### config.mk
export PLATFORM = sky130hd
export DESIGN_NAME = keyboard_matrix_with_event_queue
export DESIGN_NICKNAME = d
export VERILOG_FILES = /design/src/kmeq_pkg.sv /design/src/kmeq_event_fifo.sv /design/src/keyboard_matrix_with_event_queue.sv
export VERILOG_INCLUDE_DIRS = /design/src /design/src/src
export SDC_FILE = /design/constraint.sdc
export NUM_CORES = 1
export LEC_CHECK = 0
export ABC_AREA = 0
export BUFFER_PORTS_ARGS = -buffer_cell sky130_fd_sc_hd__buf_2
export CAP_MARGIN = 10
export CELL_PAD_IN_SITES_DETAIL_PLACEMENT = 0
export CELL_PAD_IN_SITES_GLOBAL_PLACEMENT = 1
export CORE_UTILIZATION = 57
export DETAILED_ROUTE_END_ITERATION = 7
export PLACE_DENSITY_LB_ADDON = 0.1
export SLEW_MARGIN = 10
export SYNTH_ARGS = -nofsm -noshare
export SYNTH_HDL_FRONTEND = slang
export SYNTH_SLANG_ARGS = --single-unit
### constraint.sdc
create_clock -name clk -period 11.3 [get_ports clk]
set_clock_uncertainty 0.15 [all_clocks]
set_input_delay 3.39 -clock clk [delete_from_list [all_inputs] [get_ports clk]]
set_output_delay 3.39 -clock clk [all_outputs]
set_load 0.02 [all_outputs]
### src/keyboard_matrix_with_event_queue_macros.svh
// ----------------------------------------------------------------------------
// Keyboard matrix assertion macros
// Shared concurrent assertion forms, clocked on clk, disabled in reset.
// ----------------------------------------------------------------------------
`ifndef KEYBOARD_MATRIX_WITH_EVENT_QUEUE_MACROS_SVH
`define KEYBOARD_MATRIX_WITH_EVENT_QUEUE_MACROS_SVH

// condition holds at every edge
`define KMEQ_ASSERT_ALWAYS(label, cond, msg) \
	label: assert property (@(posedge clk) disable iff (!arst_n) (cond)) else $error(msg);

// same-cycle implication
`define KMEQ_ASSERT_IMPL(label, ante, cons, msg) \
	label: assert property (@(posedge clk) disable iff (!arst_n) (ante) |-> (cons)) \
		else $error(msg);

// next-cycle implication
`define KMEQ_ASSERT_NEXT(label, ante, cons, msg) \
	label: assert property (@(posedge clk) disable iff (!arst_n) (ante) |=> (cons)) \
		else $error(msg);

`endif

### src/kmeq_pkg.sv
`timescale 1ns / 1ps
// ----------------------------------------------------------------------------
// Keyboard matrix package
// Types and constants shared by the keyboard matrix and its event queue.
// ----------------------------------------------------------------------------
package kmeq_pkg;

	localparam int MATRIX_COLS         = 8;
	localparam int MASK_W              = 10;
	localparam int DEF_QUEUE_DEPTH     = 32;
	localparam int DEF_MATRIX_ROWS     = 10;
	localparam int CFG_DATA_W          = 4;
	localparam int CFG_INDEX_W         = 2;

	typedef enum logic [1:0] {
		REQ_DIRECT = 2'd0,
		REQ_QUEUE  = 2'd1,
		REQ_TICK   = 2'd2,
		REQ_READ   = 2'd3
	} req_t;

	typedef enum logic [CFG_INDEX_W-1:0] {
		CFG_FIRST_GEN = 2'd0,
		CFG_CK_ROW    = 2'd1,
		CFG_CK_COL    = 2'd2,
		CFG_CK_EN     = 2'd3
	} cfg_idx_t;

	// queued key event, pressed in the top bit
	typedef struct packed {
		logic       pressed;
		logic       is_on_key;
		logic [3:0] row;
		logic [2:0] col;
	} event_t;

	typedef struct packed {
		logic push;
		logic pop;
	} fifo_ctl_t;

endpackage

### src/kmeq_event_fifo.sv
`timescale 1ns / 1ps
// ----------------------------------------------------------------------------
// Keyboard event FIFO
// Circular event store with a registered head entry kept ready for a pop.
// ----------------------------------------------------------------------------
module kmeq_event_fifo #(
	parameter int QUEUE_DEPTH = kmeq_pkg::DEF_QUEUE_DEPTH,
	parameter int PTR_W       = $clog2(QUEUE_DEPTH),
	parameter int CNT_W       = $clog2(QUEUE_DEPTH + 1)
) (
	input  logic               clk,
	input  logic               arst_n,
	input  kmeq_pkg::fifo_ctl_t ctl,
	input  kmeq_pkg::event_t    wr_event,
	output kmeq_pkg::event_t    head_event,
	output logic [CNT_W-1:0]    count
);

	kmeq_pkg::event_t mem [QUEUE_DEPTH];
	kmeq_pkg::event_t head_q;
	logic [PTR_W-1:0] head_ptr_q, tail_ptr_q;
	logic [PTR_W-1:0] head_inc, tail_inc, rd_addr;
	logic [CNT_W-1:0] count_q;

	assign head_inc = (head_ptr_q == PTR_W'(QUEUE_DEPTH - 1)) ? '0 : head_ptr_q + 1'b1;
	assign tail_inc = (tail_ptr_q == PTR_W'(QUEUE_DEPTH - 1)) ? '0 : tail_ptr_q + 1'b1;
	assign rd_addr  = ctl.pop ? head_inc : head_ptr_q;

	// write-through on the head entry when the queue is empty
	always_ff @(posedge clk) begin
		if (ctl.push)
			mem[tail_ptr_q] <= wr_event;
		if (ctl.push && (tail_ptr_q == rd_addr))
			head_q <= wr_event;
		else
			head_q <= mem[rd_addr];
	end

	always_ff @(posedge clk or negedge arst_n) begin
		if (!arst_n) begin
			head_ptr_q <= '0;
			tail_ptr_q <= '0;
			count_q    <= '0;
		end else begin
			if (ctl.push)
				tail_ptr_q <= tail_inc;
			if (ctl.pop)
				head_ptr_q <= head_inc;
			if (ctl.push && !ctl.pop)
				count_q <= count_q + 1'b1;
			else if (ctl.pop && !ctl.push)
				count_q <= count_q - 1'b1;
		end
	end

	assign head_event = head_q;
	assign count      = count_q;

endmodule

### src/keyboard_matrix_with_event_queue.sv
`timescale 1ns / 1ps
// The input register holds a request and the output register its result with m_tvalid.
// Throughput: one request per cycle unless m_tready stalls the output, set by the single
// register-to-register pass through the matrix update, the 80-bit column OR and the FIFO
// head access. Reset: arst_n clears matrix, count, flags, pointers and config (counted
// key enable set to 1); FIFO contents are left unwritten, no clearing pass.
// ----------------------------------------------------------------------------
// Keyboard matrix with event queue
// Key matrix, ON key and interrupt flags fed by direct and queued key events.
// ----------------------------------------------------------------------------
`include "keyboard_matrix_with_event_queue_macros.svh"

module keyboard_matrix_with_event_queue #(
	parameter int QUEUE_DEPTH = kmeq_pkg::DEF_QUEUE_DEPTH,
	parameter int MATRIX_ROWS = kmeq_pkg::DEF_MATRIX_ROWS,
	parameter int CNT_W       = $clog2(QUEUE_DEPTH + 1),
	parameter int OUT_W       = ((12 + CNT_W + 7) / 8) * 8
) (
	input  logic                           clk,
	input  logic                           arst_n,
	input  logic                           s_tvalid,
	output logic                           s_tready,
	// key_row[3:0], key_col[6:4], is_on_key[7], pressed[8],
	// row_select_mask[18:9], int_ctrl_bit2[19], int_ctrl_bit1[20], zero pad
	input  logic [23:0]                    s_tdata,
	// req_type[1:0]
	input  logic [1:0]                     s_tuser,
	output logic                           m_tvalid,
	input  logic                           m_tready,
	// column_data[7:0], irq_key[8], irq_on[9], on_key_level[10],
	// queue_dropped[11], queue_count[12+:CNT_W], zero pad
	output logic [OUT_W-1:0]               m_tdata,
	input  logic                           cfg_we,
	input  logic [kmeq_pkg::CFG_INDEX_W-1:0] cfg_index,
	input  logic [kmeq_pkg::CFG_DATA_W-1:0]  cfg_data
);

	localparam int BIT_IRQ_ON = 9;
	localparam int BIT_ON_LVL = 10;
	localparam int BIT_DROP   = 11;
	localparam int BIT_CNT    = 12;

	// config
	logic       first_gen_q;
	logic [3:0] ck_row_q;
	logic [2:0] ck_col_q;
	logic       ck_en_q;

	always_ff @(posedge clk or negedge arst_n) begin
		if (!arst_n) begin
			first_gen_q <= 1'b0;
			ck_row_q    <= '0;
			ck_col_q    <= '0;
			ck_en_q     <= 1'b1;
		end else if (cfg_we) begin
			unique case (kmeq_pkg::cfg_idx_t'(cfg_index))
				kmeq_pkg::CFG_FIRST_GEN: first_gen_q <= cfg_data[0];
				kmeq_pkg::CFG_CK_ROW:    ck_row_q    <= cfg_data[3:0];
				kmeq_pkg::CFG_CK_COL:    ck_col_q    <= cfg_data[2:0];
				kmeq_pkg::CFG_CK_EN:     ck_en_q     <= cfg_data[0];
				default: ;
			endcase
		end
	end

	// input register
	logic                        valid_s1;
	kmeq_pkg::req_t              req_s1;
	kmeq_pkg::event_t            ev_s1;
	logic [kmeq_pkg::MASK_W-1:0] mask_s1;
	logic                        b2_s1, b1_s1;
	logic                        out_valid_q;
	logic [OUT_W-1:0]            out_data_q;
	logic                        advance, proc;

	assign advance  = !out_valid_q || m_tready;
	assign s_tready = !valid_s1 || advance;
	assign proc     = valid_s1 && advance;

	always_ff @(posedge clk or negedge arst_n) begin
		if (!arst_n)
			valid_s1 <= 1'b0;
		else if (s_tready)
			valid_s1 <= s_tvalid;
	end

	always_ff @(posedge clk) begin
		if (s_tvalid && s_tready) begin
			req_s1  <= kmeq_pkg::req_t'(s_tuser);
			ev_s1   <= '{pressed: s_tdata[8], is_on_key: s_tdata[7],
			             row: s_tdata[3:0], col: s_tdata[6:4]};
			mask_s1 <= s_tdata[18:9];
			b2_s1   <= s_tdata[19];
			b1_s1   <= s_tdata[20];
		end
	end

	// state
	logic [7:0] matrix_q [MATRIX_ROWS];
	logic [7:0] matrix_d [MATRIX_ROWS];
	logic [3:0] ck_cnt_q, ck_cnt_d;
	logic       key_flag_q, key_flag_d;
	logic       on_flag_q, on_flag_d;
	logic       on_held_q, on_held_d;

	kmeq_pkg::fifo_ctl_t fifo_ctl;
	kmeq_pkg::event_t    head_event;
	logic [CNT_W-1:0]    fifo_count;
	logic                fifo_full, fifo_empty;

	assign fifo_full  = (fifo_count == CNT_W'(QUEUE_DEPTH));
	assign fifo_empty = (fifo_count == '0);

	kmeq_event_fifo #(
		.QUEUE_DEPTH (QUEUE_DEPTH),
		.CNT_W       (CNT_W)
	) u_fifo (
		.clk        (clk),
		.arst_n     (arst_n),
		.ctl        (fifo_ctl),
		.wr_event   (ev_s1),
		.head_event (head_event),
		.count      (fifo_count)
	);

	kmeq_pkg::event_t ev;
	logic             apply_en;
	logic             irq_key, irq_on, dropped;
	logic [7:0]       col_acc, row_bits;
	logic [CNT_W-1:0] count_after;
	logic [OUT_W-1:0] result;

	always_comb begin
		fifo_ctl.push = proc && (req_s1 == kmeq_pkg::REQ_QUEUE) && !fifo_full;
		fifo_ctl.pop  = proc && (req_s1 == kmeq_pkg::REQ_TICK) && !fifo_empty;
		dropped       = (req_s1 == kmeq_pkg::REQ_QUEUE) && fifo_full;
		ev            = (req_s1 == kmeq_pkg::REQ_TICK) ? head_event : ev_s1;
		apply_en      = proc && ((req_s1 == kmeq_pkg::REQ_DIRECT) || fifo_ctl.pop);

		matrix_d   = matrix_q;
		ck_cnt_d   = ck_cnt_q;
		key_flag_d = key_flag_q;
		on_flag_d  = on_flag_q;
		on_held_d  = on_held_q;

		if (apply_en) begin
			if (ev.is_on_key) begin
				on_held_d = ev.pressed;
				if (ev.pressed)
					on_flag_d = 1'b1;
			end else if (int'(ev.row) < MATRIX_ROWS) begin
				if (ev.pressed)
					key_flag_d = 1'b1;
				if (ck_en_q && ev.row == ck_row_q && ev.col == ck_col_q) begin
					ck_cnt_d = ev.pressed ? ck_cnt_q + 1'b1 : ck_cnt_q - 1'b1;
				end else begin
					for (int r = 0; r < MATRIX_ROWS; r++) begin
						if (ev.row == 4'(r))
							matrix_d[r][~ev.col] = ev.pressed;
					end
				end
			end
		end

		irq_key = 1'b0;
		irq_on  = 1'b0;
		if (proc && req_s1 == kmeq_pkg::REQ_TICK) begin
			if (key_flag_d) begin
				irq_key    = first_gen_q || !(b2_s1 && !b1_s1);
				key_flag_d = 1'b0;
			end
			if (on_flag_d && on_held_d) begin
				irq_on    = 1'b1;
				on_flag_d = 1'b0;
			end
		end
	end

	// column read
	always_comb begin
		col_acc = '0;
		for (int r = 0; r < MATRIX_ROWS; r++) begin
			row_bits = matrix_q[r];
			if (ck_en_q && ck_row_q == 4'(r))
				row_bits[~ck_col_q] = ck_cnt_q[0];
			if (r >= kmeq_pkg::MASK_W || !mask_s1[r % kmeq_pkg::MASK_W])
				col_acc = col_acc | row_bits;
		end
	end

	always_comb begin
		if (fifo_ctl.push)
			count_after = fifo_count + 1'b1;
		else if (fifo_ctl.pop)
			count_after = fifo_count - 1'b1;
		else
			count_after = fifo_count;
		result = OUT_W'({count_after, dropped, on_held_d, irq_on, irq_key,
		                 (req_s1 == kmeq_pkg::REQ_READ) ? ~col_acc : 8'h00});
	end

	always_ff @(posedge clk or negedge arst_n) begin
		if (!arst_n) begin
			for (int r = 0; r < MATRIX_ROWS; r++)
				matrix_q[r] <= '0;
			ck_cnt_q    <= '0;
			key_flag_q  <= 1'b0;
			on_flag_q   <= 1'b0;
			on_held_q   <= 1'b0;
			out_valid_q <= 1'b0;
		end else begin
			matrix_q   <= matrix_d;
			ck_cnt_q   <= ck_cnt_d;
			key_flag_q <= key_flag_d;
			on_flag_q  <= on_flag_d;
			on_held_q  <= on_held_d;
			if (proc)
				out_valid_q <= 1'b1;
			else if (m_tready)
				out_valid_q <= 1'b0;
		end
	end

	always_ff @(posedge clk) begin
		if (proc)
			out_data_q <= result;
	end

	assign m_tvalid = out_valid_q;
	assign m_tdata  = out_data_q;

	`KMEQ_ASSERT_ALWAYS(a_count_max, fifo_count <= CNT_W'(QUEUE_DEPTH), "FIFO count over depth")
	`KMEQ_ASSERT_IMPL(a_irq_on_held, m_tvalid && m_tdata[BIT_IRQ_ON], m_tdata[BIT_ON_LVL], "ON irq without ON held")
	`KMEQ_ASSERT_IMPL(a_drop_full, m_tvalid && m_tdata[BIT_DROP], m_tdata[BIT_CNT +: CNT_W] == CNT_W'(QUEUE_DEPTH), "drop with FIFO not full")
	`KMEQ_ASSERT_NEXT(a_pop_dec, fifo_ctl.pop, fifo_count == $past(fifo_count) - 1'b1, "pop did not drain one entry")
	`KMEQ_ASSERT_IMPL(a_no_push_pop, fifo_ctl.push, !fifo_ctl.pop && !fifo_full, "push on full or with pop")

endmodule
### Word-level counts from Yosys, hierarchy flattened

Memories as Yosys holds them, arrays and structs flattened. A register that Yosys moved wholly into a read port is not among the register bits.
Cells that the tools add are included.

* bitwise gates (word level): 14
* equality and inequality tests: 29
* order comparisons: 5
* div/mod/pow operators: 0
* reduce and logical (&&, ||, !) cells: 61
* muxes and demuxes: 70
* multiply operators: 0
* add/subtract/negate cells: 6
* shift operators: 0

Operators by type and width (number)
* 8-bit bitwise mux: 20
* 8-bit two-way mux: 20
* 8-bit bitwise OR: 9
* 5-bit AND reduction: 10
* 4-bit by 3-bit == test with 1-bit output, second input constant: 8
* 1-bit logical AND: 26
* 6-bit two-way mux: 4
* 1-bit two-way mux: 19
* 4-bit by 2-bit == test with 1-bit output, second input constant: 4
* 4-bit == test, second input constant: 4
* 5-bit two-way mux: 3
* 5-bit by 1-bit adder with 5-bit output, second input constant: 2
* 5-bit == test, second input constant: 2
* 2-bit AND reduction: 5
* 9-bit two-way mux: 1
* 2-bit == test, second input constant: 4
* 4-bit by 1-bit == test with 1-bit output, second input constant: 2
* 1-bit zero test: 8
* 4-bit zero test: 2
* 3-bit by 4-bit < comparator with 1-bit output, second input constant: 2
* 8-bit NOT: 1
* 6-bit by 1-bit adder with 6-bit output, second input constant: 1
* 1-bit demux with 3-bit select: 2
* 6-bit == test, second input constant: 1
* 16 further kinds: 25

* ROM bits: 0
* register bits: 155
* logic and storage cells: 221
* RAM bits: 288
* memories kept: 1
* input port bits: 37
* bits in latches: 0

Memory list
* u_fifo.mem: words 32, bits a word 9, rd ports 1, clocked after Yosys merged registers in 1, write ports 1, RTL line kmeq_event_fifo.sv:19 `kmeq_pkg::event_t mem [QUEUE_DEPTH];`

### Logic depth before layout (Yosys ltp)

* word-level depth: 27
* mapped depth: 15
* depth with buffers taken out: 11

### By module

A second synthesis with hierarchy kept.

* cell total of the unflattened synthesis: 1488
* area, all modules: 20504.7 µm²

By module, submodules not included
* kmeq_event_fifo: instances 1, area an instance 12251.8 µm², cells an instance 669
* keyboard_matrix_with_event_queue: instances 1, area an instance 8252.9 µm², cells an instance 819

### Least setup slack after synthesis

Ideal clock, no wire load.

* kind: in2out
* start: input port m_tready
* end: output port s_tready
* required time: 7.760 ns
* arrival: 3.668 ns
* cell stages on the path: 1
* slack: 4.092 ns
* cell sequence: nand3b_1

* cells in the longest elaborated chain, start to end: 2

RTL lines
* start: declaration: RTL line keyboard_matrix_with_event_queue.sv:29 `input logic m_tready,`
* 1-bit logical OR: RTL line keyboard_matrix_with_event_queue.sv:76 `assign advance = !out_valid_q || m_tready;`
* 1-bit logical OR: RTL line keyboard_matrix_with_event_queue.sv:77 `assign s_tready = !valid_s1 || advance;`
* end: declaration: RTL line keyboard_matrix_with_event_queue.sv:22 `output logic s_tready,`

No other way between the ends.

### Final worst setup path

Ends and elaborated chain as after synthesis.

==> summary.txt <==
Run status
  – Status: finished clean

Synth
  – Primary FF master, synth: edfxtp_1
  – Warnings from Yosys: 0
  – Sequential area share after synthesis: 0.625
  – Synth cell types: 54
  – Number of synthesized flops with an enable pin: 329
  – Synthesized area per cell: 14.5 um2
  – Post-Synthesis Cell Area: 0.0204 mm2
  – Yosys reg bits: 445
  – Syn Inst Count: 1404
  – Fraction of registers with async set/reset: 0.249

STA
  – Tcrit/Tclk final: 0.653
  – Setup violations, final: 0
  – Hold Vio Cnt, Final: 0
  – Slew headroom: 0.208
  – RSZ-0062 raised after global routing: false
  – Slew @ Worst Pin: 1.19 ns
  – Hold slack: 0.323 ns
  – Final critical-path required period: 7.38 ns
  – Post-route setup slack: 3.92 ns
  – Setup TNS: 0 ns
  – Fmax achieved: 0.135 GHz
  – Final Slew Violations: 0

Place
  – GPL Wtd Cong: 0.799
  – Detailed placement HPWL: 29400 um
  – Cell Area, Placed: 0.0208 mm2
  – Input/output buffers: 53
  – Placed Cells incl. Taps: 1825
  – Pre-CTS setup slack: 3.93 ns

Cells and area
  – Final non-filler cell total: 1909
  – Final Core Density: 0.639
  – Inserted Diodes: 0
  – Multi-input gate area: 0.00704 mm2
  – Layout cell share with drive strength beyond 1: 0.180
  – Final design area excluding fillers: 0.0223 mm2
  – Reg area: 0.0128 mm2
  – Fillers: 2584
  – Final nets: 1467
  – Area grow syn2layout: 9.15%

Critical path
  – CP max-delay cell: nand3b_1
  – Crit. path cell count: 3
  – Critical path arrival: 3.84 ns
  – Critical path, cell by cell: buf_2, nand3b_1, buf_2
  – Crit-path most repeated cell: buf_2
  – Critical path class: input port to output pin
  – Startpoint Class: input port
  – Reg2Reg Depth: 9
  – Crit. End Element: output pin
  – CP max FO: 3
  – CP bufs+invs: 2
  – Largest stage delay, worst path: 0.18 ns
  – Crit-path leading delay family: buffers and inverters
  – Worst EP required: 7.76 ns

Detailed routing
  – Vias: 12.2k
  – Wire per inst: 25.6 um
  – Remaining DRCs: 0
  – DR vias/cell: 6.41
  – Drt first-iter violations: 1128
  – Pre-antenna DRT Iters: 5
  – Routed WL: 48900 um
  – Final ANT Viol Nets: 0

Worst hold path
  – Hold depth: 1
  – Worst Hold Class: register to register

CTS
  – Cts bufs inserted: 46
  – Post-CTS Resized: 0
  – Htree depth: 2
  – CTS tree: done
  – Clk pin slew, worst setup/hold paths: 0.05 ns
  – Clock Latency Late Sink: 0.59 ns
  – Hold_buf cts: 0
  – Postcts setup bufs: 0
  – Clock Tree Root: clkbuf_16
  – CTS max path bufs: 3
  – Clk sinks: 445

Floorplan
  – Core area: 0.0349 mm2
  – Starting density of the core: 0.585
  – Ports: 63
  – Area of the die: 0.0366 mm2
  – Row cnt: 68
  – Chip Width: 191 um
  – Die H: 191 um

Global route
  – Initial antenna violation count: 1
  – Largest net degree at the start of global routing: 84
  – Vias in the first global route: 11.8k
  – Met3 usage: 0.0435
  – Global-route congestion overflow total: 0
  – First-pass GRT wire length: 73600 um
  – Met2 Resource Use GR: 0.405
  – Busiest grt layer: met1
  – Global Route Usage Sum: 0.276
  – Met1 Use GR: 0.424

Pwr
  – Max VDD drop: 0.000146 V
  – P_leak: 8.11 nW
  – Design Power: 4.44 mW
  – PD cells: 199 mW/mm2

Job
  – Total of max-cap violations: 0
-- placed cells by master (no fill, tap or decap), types with 13 or more instances in the layout --
cell | Yosys | layout
edfxtp_1 | 329 | 329
mux2i_1 | 126 | 126
dfrtp_1 | 110 | 109
nand2_1 | 104 | 104
nor2_1 | 87 | 87
mux2_1 | 80 | 80
mux4_2 | 58 | 58
nor4_1 | 57 | 57
buf_2 | 6 | 52
clkbuf_16 | 0 | 46
o22ai_1 | 35 | 35
a21oi_1 | 33 | 33
nor4_2 | 31 | 31
buf_4 | 16 | 22
nand3_1 | 21 | 21
a22oi_1 | 16 | 16
o21ai_0 | 16 | 15
nor3_1 | 14 | 14
mux2_2 | 14 | 14
nand3b_1 | 13 | 13
xor2_1 | 13 | 13
-- cell usage after synthesis (5+ instances only) --
library cell / count / area, um2
buf_1: 12 / 45.0
or4_1: 9 / 67.6
buf_2: 6 / 30.0
o22ai_1: 35 / 219
a22o_1: 5 / 43.8
nand4_1: 8 / 50.1
inv_1: 8 / 30.0
xor2_1: 13 / 114
nand2b_1: 9 / 56.3
nor2_1: 87 / 327
buf_4: 16 / 120
nor2b_1: 6 / 37.5
ha_1: 11 / 138
a21oi_1: 33 / 165
or3b_2: 5 / 43.8
mux2_2: 14 / 158
mux4_2: 58 / 1310
xnor2_1: 10 / 87.6
nor4_1: 57 / 357
mux2i_1: 126 / 1260
dfrtp_1: 110 / 2750
a221oi_1: 5 / 43.8
nand3_1: 21 / 105
nand2_1: 104 / 390
nor4_2: 31 / 388
nand3b_1: 13 / 97.6
nor3b_1: 5 / 37.5
edfxtp_1: 329 / 9880
a22oi_1: 16 / 120
nor3_1: 14 / 70.1
and3_1: 6 / 37.5
dfxtp_1: 5 / 100
o211ai_1: 8 / 60.1
clkbuf_1: 60 / 225
o21ai_0: 16 / 80.1
mux2_1: 80 / 901
buf_6: 19 / 214
-- layout make-up --
| class | instances | share of cell area |
|---|---|---|
| multi-input cells | 842 | 0.316 |
| clock buffers | 55 | 0.0541 |
| flip-flops and latches | 445 | 0.573 |
| clock inverters | 28 | 0.00999 |
| well taps | 455 | 0.0255 |
| inverters | 9 | 0.00152 |
| repair buffers | 75 | 0.0203 |
-- cell families (layout without fill, tap and decap cells) --
kind of cell             count (synthesis)  in the layout  share of synthesized area
adder cells (fa/ha/maj)                 11             11                    0.00674
XOR/XNOR                                23             23                    0.00987
AND/OR/NAND/NOR                        391            391                      0.107
flip-flops                             445            445                      0.625
other                                    1              6                   0.000184
multiplexers                           278            278                      0.178
buffers and inverters                  122            167                     0.0327
AO/OA/AOI/OAI                          133            133                     0.0415
-- path summary, 6_finish.rpt --
check | slack (ns) | end | from
max | 3.92 | s_tready | m_tready
min | 0.32 | ck_cnt_q[0]$_DFFE_PN0P_ | ck_cnt_q[0]$_DFFE_PN0P_
max reg2reg | 5.58 | matrix_q[49]$_DFFE_PN0P_ | register
min reg2reg | 0.32 | ck_cnt_q[0]$_DFFE_PN0P_ | ck_cnt_q[0]$_DFFE_PN0P_
max in group asynchronous | 6.97 | ck_cnt_q[0]$_DFFE_PN0P_ | arst_n
min in group asynchronous | 2.79 | ck_row_q[3]$_DFFE_PN0P_ | arst_n
-- sequential cells by signal, indices dropped and copies added (netlist names), named ones only --
name               cells
matrix_q              80
u_fifo.tail_ptr_q      5
on_flag_q              1
key_flag_q             1
u_fifo.mem           288
ck_col_q               3
mask_s1               10
ev_s1                  9
req_s1                 2
valid_s1               1
b2_s1                  1
u_fifo.count           6
u_fifo.head_ptr_q      5
on_held_q              1
ck_row_q               4
m_tvalid               1
b1_s1                  1
first_gen_q            1
m_tdata               18
ck_cnt_q               1
ck_en_q                1
-- power breakdown --
part           switching, mW  internal, mW  total [mW]
sequential             0.149          1.85        2.00
clock                  0.629         0.809        1.44
combinational          0.593         0.409        1.00
total                   1.37          3.06        4.44
-- per-layer routing --
metal / vias up / wire length (um)
met5: - / 0
met4: 0 / 1090
met3: 83 / 3400
met2: 457 / 22000
met1: 6236 / 22400
li1: 5469 / -
Power figures use the tool's default switching activity.
